--- src/hdl/i2cbm_pkg.sv ---
// Shared types and constants for the I2C bit-level master.
`timescale 1ns / 1ps

package i2cbm_pkg;

    localparam int PHASE_W = 16;
    localparam int WAIT_W  = 24;
    localparam int CFG_W   = 24;

    localparam logic [PHASE_W-1:0] PHASE_TICKS_RESET = 16'd50;
    localparam logic [WAIT_W-1:0]  STOP_WAIT_RESET   = 24'd50000;

    // Configuration register indexes.
    localparam logic CFG_PHASE_TICKS = 1'b0;
    localparam logic CFG_STOP_WAIT   = 1'b1;

    // Command opcodes.
    localparam logic [1:0] OP_START = 2'd0;
    localparam logic [1:0] OP_STOP  = 2'd1;
    localparam logic [1:0] OP_WRITE = 2'd2;
    localparam logic [1:0] OP_READ  = 2'd3;

    typedef struct packed {
        logic       cmd_valid;
        logic [1:0] opcode;
        logic [7:0] write_data;
        logic       send_ack;
        logic       sda_in;
    } cmd_t;

    typedef struct packed {
        logic       scl_out;
        logic       sda_out;
        logic       sda_drive;
        logic       busy_res;
        logic [7:0] read_data;
        logic       read_valid;
    } res_t;

    typedef struct packed {
        logic [PHASE_W-1:0] phase_ticks;
        logic [WAIT_W-1:0]  stop_wait_ticks;
    } cfg_t;

endpackage

--- src/hdl/i2cbm_seq.sv ---
// Bus phase sequencer: holds the bus state and computes one tick per transaction.
`timescale 1ns / 1ps

module i2cbm_seq
(
    input  logic              clk,
    input  logic              rst_n,
    input  logic              step,
    input  i2cbm_pkg::cmd_t   cmd,
    input  i2cbm_pkg::cfg_t   cfg,
    output i2cbm_pkg::res_t   result
);

    typedef enum logic [3:0] {
        PH_IDLE,
        PH_S1,
        PH_S2,
        PH_S3,
        PH_S4,
        PH_S5,
        PH_P1,
        PH_P2,
        PH_P3,
        PH_P4,
        PH_WAIT,
        PH_BLO,
        PH_BHI,
        PH_BEND
    } phase_t;

    phase_t                     phase_reg, phase_next;
    logic [1:0]                 kind_reg, kind_next;
    logic [3:0]                 bit_reg, bit_next;
    logic [7:0]                 shift_reg, shift_next;
    logic [i2cbm_pkg::WAIT_W-1:0] timer_reg, timer_next;
    logic                       scl_reg, scl_next;
    logic                       sda_reg, sda_next;
    logic                       drive_reg, drive_next;
    logic                       ack_reg, ack_next;
    logic [7:0]                 rx_reg, rx_next;

    logic                       do_enter;
    phase_t                     target;
    logic                       rv;
    logic [i2cbm_pkg::WAIT_W-1:0] timer_inc;
    logic [i2cbm_pkg::WAIT_W-1:0] limit;
    logic [i2cbm_pkg::PHASE_W-1:0] phase_eff;
    logic [3:0]                 bit_inc;

    assign phase_eff = (cfg.phase_ticks == '0) ? i2cbm_pkg::PHASE_W'(1) : cfg.phase_ticks;
    assign limit     = (phase_reg == PH_WAIT) ? cfg.stop_wait_ticks
                                              : {{(i2cbm_pkg::WAIT_W-i2cbm_pkg::PHASE_W){1'b0}},
                                                 phase_eff};
    assign timer_inc = timer_reg + 1'b1;
    assign bit_inc   = bit_reg + 1'b1;

    always_comb
    begin
        kind_next  = kind_reg;
        bit_next   = bit_reg;
        shift_next = shift_reg;
        timer_next = timer_reg;
        ack_next   = ack_reg;
        rx_next    = rx_reg;
        do_enter   = 1'b0;
        target     = PH_IDLE;
        rv         = 1'b0;

        // First decide where to go and update the data registers.
        if (phase_reg == PH_IDLE)
        begin
            if (cmd.cmd_valid)
            begin
                kind_next = cmd.opcode;
                do_enter  = 1'b1;
                case (cmd.opcode)
                    i2cbm_pkg::OP_START: target = PH_S1;
                    i2cbm_pkg::OP_STOP:  target = PH_P1;
                    i2cbm_pkg::OP_WRITE:
                    begin
                        target     = PH_BLO;
                        bit_next   = 4'd0;
                        shift_next = cmd.write_data;
                    end
                    default:
                    begin
                        target     = PH_BLO;
                        bit_next   = 4'd0;
                        shift_next = 8'd0;
                        ack_next   = cmd.send_ack;
                    end
                endcase
            end
        end
        else
        begin
            timer_next = timer_inc;
            if (timer_inc >= limit)
            begin
                do_enter = 1'b1;
                case (phase_reg)
                    PH_S1:  target = PH_S2;
                    PH_S2:  target = PH_S3;
                    PH_S3:  target = PH_S4;
                    PH_S4:  target = PH_S5;
                    PH_P1:  target = PH_P2;
                    PH_P2:  target = PH_P3;
                    PH_P3:  target = PH_P4;
                    PH_BLO: target = PH_BHI;
                    PH_P4:  target = (cfg.stop_wait_ticks == '0) ? PH_IDLE : PH_WAIT;
                    PH_BHI:
                    begin
                        if (bit_reg < 4'd8)
                        begin
                            if (kind_reg == i2cbm_pkg::OP_READ)
                                shift_next = {shift_reg[6:0], cmd.sda_in};
                            else
                                shift_next = {shift_reg[6:0], 1'b0};
                        end
                        bit_next = bit_inc;
                        target   = (bit_inc >= 4'd9) ? PH_BEND : PH_BLO;
                    end
                    PH_BEND:
                    begin
                        if (kind_reg == i2cbm_pkg::OP_READ)
                        begin
                            rx_next = shift_reg;
                            rv      = 1'b1;
                        end
                        target = PH_IDLE;
                    end
                    default: target = PH_IDLE;
                endcase
            end
        end

        // Then apply the pin levels of the phase being entered.
        phase_next = phase_reg;
        scl_next   = scl_reg;
        sda_next   = sda_reg;
        drive_next = drive_reg;
        if (do_enter)
        begin
            phase_next = target;
            timer_next = '0;
            case (target)
                PH_S1:
                begin
                    scl_next   = 1'b0;
                    drive_next = 1'b1;
                end
                PH_S2: sda_next = 1'b1;
                PH_S3: scl_next = 1'b1;
                PH_S4: sda_next = 1'b0;
                PH_S5: scl_next = 1'b0;
                PH_P1:
                begin
                    scl_next   = 1'b0;
                    drive_next = 1'b1;
                end
                PH_P2: sda_next = 1'b0;
                PH_P3: scl_next = 1'b1;
                PH_P4: sda_next = 1'b1;
                PH_BLO:
                begin
                    scl_next = 1'b0;
                    if (bit_next < 4'd8)
                    begin
                        if (kind_next == i2cbm_pkg::OP_WRITE)
                        begin
                            drive_next = 1'b1;
                            sda_next   = shift_next[7];
                        end
                        else
                        begin
                            drive_next = 1'b0;
                            sda_next   = 1'b1;
                        end
                    end
                    else if (kind_next == i2cbm_pkg::OP_WRITE)
                    begin
                        // Ack slot of a write: release SDA for the slave.
                        drive_next = 1'b0;
                        sda_next   = 1'b1;
                    end
                    else
                    begin
                        drive_next = 1'b1;
                        sda_next   = ~ack_next;
                    end
                end
                PH_BHI:  scl_next = 1'b1;
                PH_BEND: scl_next = 1'b0;
                default: ;
            endcase
        end
    end

    always_comb
    begin
        result.scl_out    = scl_next;
        result.sda_out    = sda_next;
        result.sda_drive  = drive_next;
        result.busy_res   = (phase_next != PH_IDLE);
        result.read_data  = rx_next;
        result.read_valid = rv;
    end

    always_ff @(posedge clk or negedge rst_n)
    begin
        if (!rst_n)
        begin
            phase_reg <= PH_IDLE;
            kind_reg  <= 2'd0;
            bit_reg   <= 4'd0;
            shift_reg <= 8'd0;
            timer_reg <= '0;
            scl_reg   <= 1'b1;
            sda_reg   <= 1'b1;
            drive_reg <= 1'b1;
            ack_reg   <= 1'b0;
            rx_reg    <= 8'd0;
        end
        else if (step)
        begin
            phase_reg <= phase_next;
            kind_reg  <= kind_next;
            bit_reg   <= bit_next;
            shift_reg <= shift_next;
            timer_reg <= timer_next;
            scl_reg   <= scl_next;
            sda_reg   <= sda_next;
            drive_reg <= drive_next;
            ack_reg   <= ack_next;
            rx_reg    <= rx_next;
        end
    end

endmodule

--- src/hdl/i2c_bit_level_master.sv ---
// Top level of the I2C bit-level master: handshakes, configuration and result register.
`timescale 1ns / 1ps

// Each accepted input transaction is one tick of the I2C bus sequencer and
// yields exactly one result transaction, which carries the bus pins and status
// after that tick. The block takes one transaction per clock when in_stall is
// low; its result sits in the output register from the next cycle on. The per-tick
// state update in the phase sequencer sets that figure, and a stalled output holds
// the input side only while the output register is full. Commands are taken only on a
// tick that finds the sequencer idle; a command offered while busy is ignored.
// Configuration writes take effect at once and belong to idle periods.

module i2c_bit_level_master
(
    input  logic                          clk,
    input  logic                          rst_n,

    input  logic                          in_valid,
    output logic                          in_stall,
    input  i2cbm_pkg::cmd_t               in_data,

    output logic                          out_valid,
    input  logic                          out_stall,
    output i2cbm_pkg::res_t               out_data,

    input  logic                          cfg_we,
    input  logic                          cfg_index,
    input  logic [i2cbm_pkg::CFG_W-1:0]   cfg_data
);

    i2cbm_pkg::cfg_t cfg_reg;
    i2cbm_pkg::res_t result;
    i2cbm_pkg::res_t out_data_reg;
    logic            out_valid_reg;
    logic            in_fire;

    assign in_stall  = out_valid_reg & out_stall;
    assign in_fire   = in_valid & ~in_stall;
    assign out_valid = out_valid_reg;
    assign out_data  = out_data_reg;

    always_ff @(posedge clk or negedge rst_n)
    begin
        if (!rst_n)
        begin
            cfg_reg.phase_ticks     <= i2cbm_pkg::PHASE_TICKS_RESET;
            cfg_reg.stop_wait_ticks <= i2cbm_pkg::STOP_WAIT_RESET;
        end
        else if (cfg_we)
        begin
            case (cfg_index)
                i2cbm_pkg::CFG_PHASE_TICKS:
                    cfg_reg.phase_ticks <= cfg_data[i2cbm_pkg::PHASE_W-1:0];
                default:
                    cfg_reg.stop_wait_ticks <= cfg_data[i2cbm_pkg::WAIT_W-1:0];
            endcase
        end
    end

    i2cbm_seq u_seq
    (
        .clk    (clk),
        .rst_n  (rst_n),
        .step   (in_fire),
        .cmd    (in_data),
        .cfg    (cfg_reg),
        .result (result)
    );

    always_ff @(posedge clk or negedge rst_n)
    begin
        if (!rst_n)
        begin
            out_valid_reg <= 1'b0;
        end
        else if (in_fire)
        begin
            out_valid_reg <= 1'b1;
        end
        else if (!out_stall)
        begin
            out_valid_reg <= 1'b0;
        end
    end

    always_ff @(posedge clk)
    begin
        if (in_fire)
        begin
            out_data_reg <= result;
        end
    end

endmodule
--- config.mk ---
export PLATFORM = sky130hd
export DESIGN_NAME = i2c_bit_level_master
export DESIGN_NICKNAME = d
export VERILOG_FILES = /design/src/hdl/i2cbm_pkg.sv /design/src/hdl/i2cbm_seq.sv /design/src/hdl/i2c_bit_level_master.sv
export SDC_FILE = /design/constraint.sdc
export NUM_CORES = 1
export LEC_CHECK = 0
export ABC_CLOCK_PERIOD_IN_PS = 4190
export BUFFER_PORTS_ARGS = -buffer_cell sky130_fd_sc_hd__buf_2
export CELL_PAD_IN_SITES_DETAIL_PLACEMENT = 0
export CELL_PAD_IN_SITES_GLOBAL_PLACEMENT = 2
export CORE_MARGIN = 2
export CORE_UTILIZATION = 36
export DETAILED_ROUTE_END_ITERATION = 7
export PLACE_DENSITY = 0.85
export RECOVER_POWER = 25
export SLEW_MARGIN = 10
export SYNTH_ARGS = -nofsm -noshare
export SYNTH_HDL_FRONTEND = slang
export SYNTH_SLANG_ARGS = --single-unit
--- constraint.sdc ---
create_clock -name clk -period 4.19 [get_ports clk]
set_input_delay 0 -clock clk [delete_from_list [all_inputs] [get_ports clk]]
set_output_delay 0 -clock clk [all_outputs]
set_load 0.005 [all_outputs]
==> impl_results.rst <==
.. list-table::
   :header-rows: 1

   * - Metric
     - Value
   * - Wire length reported by the detailed router
     - 16.05 mm
   * - Weighted congestion reported at the end of routability-driven placement
     - 0.7881
   * - Starting DRT DRC Count
     - 328
   * - Horizontal die dimension
     - 136.7 um
   * - Final period utilization
     - 97.37%
   * - Critical path class
     - register to register
   * - Final core utilization
     - 46.17%
   * - Setup Viol. Count Final
     - 0
   * - Slew headroom
     - -122.3%
   * - Most frequent cells after synthesis
     - dfrtp_1, nand2_1, mux2_2, nor2_1, ha_1
   * - Layout net count
     - 785
   * - Total routing usage reported by global routing
     - 17.86%
   * - Effective utilization at floorplan
     - 36.80%
   * - Data arrival time at the worst-slack endpoint
     - 4330 ps
   * - Global-route wire length before repair
     - 25.94 mm
   * - Later-pin clock latency in the skew report
     - 360 ps
   * - Clock period minus final worst setup slack
     - 4080 ps
   * - Detailed Routing Iterations Pass 1
     - 4
   * - Fmax
     - 0.2451 GHz
   * - Final setup TNS
     - 0 ps
   * - Share of synthesized area occupied by flip-flops and latches
     - 43.87%
   * - Proportion of synthesized flip-flops having asynchronous set or reset
     - 87.96%
   * - Number of cells produced by synthesis
     - 586
   * - Cell area power density
     - 438.0 mW/mm^2
   * - Top-area cell type share of the netlist area
     - 32.75%
   * - Ranking of synthesized cells by area
     - dfrtp_1, mux2_2, edfxtp_1
   * - DP HPWL
     - 11.26 mm
   * - Setup skew after layout
     - 12.19 ps
   * - Total of flip-flops plus latches after synthesis
     - 108
   * - Antenna Cells
     - 0
   * - Leakage
     - 3.524 nW
   * - Critical path startpoint category
     - register
   * - Maximum VDD drop
     - 0.3067 mV
   * - Count of flip-flops with a built-in enable after synthesis
     - 13
   * - Hold WS
     - 188.3 ps
   * - Post-synthesis share of cell area spent on and, or, nand and nor gates
     - 16.30%
   * - Clk slew on worst S/H paths
     - 80 ps
   * - Count of pins over their slew limit
     - 57
   * - Height of the chip
     - 136.7 um
   * - Violations in the final reports
     - max-capacitance violations, max-slew violations
   * - Cells after DPL
     - 878
   * - Area added between synthesis and finish
     - 25.47%
   * - CTS Root Buffer Type
     - clkbuf_16
   * - Detailed-route DRC error count
     - 0
   * - Maximum root-to-sink buffer count
     - 2
   * - Ys Warns
     - 0
   * - Max-cap check violation count
     - 1
   * - Number of routed nets with antenna violations
     - 0
   * - Total number of vias
     - 5033
   * - Number of buffers created by CTS
     - 9
   * - Adder-cell area share of the yosys netlist
     - 5.326%
   * - Post-synthesis cell type with the largest combined area
     - dfrtp_1
   * - Post-detailed-route via-to-cell ratio
     - 5.326
   * - Standard-cell rows
     - 48
   * - Via count of the first global-routing pass
     - 5050
   * - Final-report hold violation count
     - 0
   * - Filler instances
     - 1617
   * - TritonCTS sink count
     - 108
   * - Non-filler cells, final
     - 945
   * - Post-Syn Nets
     - 656
   * - Count of boundary I/O pins
     - 58
   * - Xor-xnor portion of the synthesized cell area
     - 3.038%
   * - Die ar.
     - 0.01870 mm^2
   * - Multiplexer share of the synthesized area
     - 14.48%
   * - Routed wirelength normalized by instance count
     - 16.98 um
   * - Unrepaired setup endpoints after global routing
     - true
   * - Worst hold path class
     - input pin to register
   * - Maximum fanout count along the critical path
     - 7
   * - Post-synthesis compound-gate area fraction
     - 14.76%
   * - Element type at the critical path end
     - register
   * - Port Buffers
     - 57
   * - Clock tree from TritonCTS
     - yes
   * - Req. time, crit path
     - 4440 ps
   * - Max reg flops
     - 40
   * - Most used flip-flop cell after synthesis
     - dfrtp_1
   * - Netlist Area Pre-Place
     - 0.006342 mm^2
   * - Run status
     - finished, violations left
   * - Maximum number of pins on one net before global-route repair
     - 57
   * - Initial antenna violation count
     - 0
   * - Most frequent cell after synthesis
     - dfrtp_1
   * - Area of the core
     - 0.01724 mm^2
   * - Aggregate global routing overflow
     - 0
   * - Depth of the CTS H-tree
     - 3
   * - Number of distinct library cell variants in the gate-level netlist after synthesis
     - 72
   * - Tightest Pin Transition
     - 3335 ps
   * - Ratio of cells with drive above 1 in the final layout
     - 31.25%
   * - Synth Area per Inst
     - 10.82 um^2
   * - Combinational family with the most area after synthesis
     - simple AND/OR/NAND/NOR gates
==> final cells by class <==
class                      count  area (um^2)  share of cell area, %
timing repair buffer         142         1023                  12.86
sequential                   108         2783                  34.97
inverter                       7        26.28                 0.3302
multi-input combinational    447         3555                  44.67
tap                          225        281.5                  3.538
clock buffer                   9        225.2                  2.830
clock inverter                 7        63.81                 0.8019
==> worst paths after layout <==
check                           cells after the start  slack [ps]                   to           startpoint
worst max register to register                     14         110      u_seq.rx_reg[2]   u_seq.timer_reg[1]
worst min register to register                      1         500  u_seq.timer_reg[23]  u_seq.timer_reg[23]
min in group asynchronous                           2        1300          cfg_reg[33]                rst_n
worst min-delay path                                5         190   u_seq.shift_reg[7]           in_data[9]
max in group asynchronous                           2         990            out_valid                rst_n
worst max-delay path                               14         110      u_seq.rx_reg[2]   u_seq.timer_reg[1]
==> worst max-delay path: stages (launching register included) <==
cell	delay (ps)
dfrtp_1	430
nand2_2	100
or4_4	560
nor3_4	210
and3_1	210
and3_4	200
xor2_1	70
ha_1	350
nand4_4	140
nor4_4	350
o311ai_4	230
a21oi_4	280
nand4_4	220
mux2_4	360
mux2_4	260
==> stage by stage <==
stage	total power [mW]	worst slack, ps	area (um^2)
3_3_place_gp	2.498	92.72	7082
2_1_floorplan	2.183	44.01	6342
4_1_cts	3.461	25.67	7814
3_5_place_dp	2.536	-39.81	7082
6_report	3.485	110.3	7958
5_1_grt	3.692	-89.15	7958
==> kinds of logic after synthesis <==
group | count (synthesis)
XOR/XNOR | 22
multiplexers | 78
AO/OA/AOI/OAI | 131
flip-flops | 108
AND/OR/NAND/NOR | 188
adder cells (fa/ha/maj) | 27
buffers and inverters | 32
==> per-layer routing <==
metal	global-route usage, %	vias up	part of all wire, %	wire (um)
met2	28.72	72	47	7509
met3	2.481	16	3.3	533
met1	24.84	2485	48	7776
li1	-	2460	-	-
met5	0	-	0	0
met4	5.787	0	1.4	231
==> power by group <==
group | leakage (nW) | internal (mW) | switching, mW
clock | 0.143 | 0.420 | 0.442
sequential | 1.31 | 1.25 | 0.153
combinational | 2.07 | 0.548 | 0.676
total | 3.52 | 2.22 | 1.27
==> cell usage in the layout, fill, tap and decap left out, drive strengths merged, types with 16 or more instances in the layout <==
master,synthesis,routed
mux2i,16,16
buf,13,98
dfrtp,83,83
dlygate4sd3,0,38
ha,27,27
o21ai,38,38
mux2,62,62
nand2,56,56
a22o,16,16
a21oi,25,25
nor2,38,38
==> repair_timing <==
item,4_1_cts,5_1_grt
hold endpoints to repair,99,0
gates resized for setup,4,18
pin swaps,5,16
buffers inserted,4,8
hold buffers,38,0
gates cloned,1,0
endpoints found under the setup margin,10,41
Power figures use the tool's default switching activity.
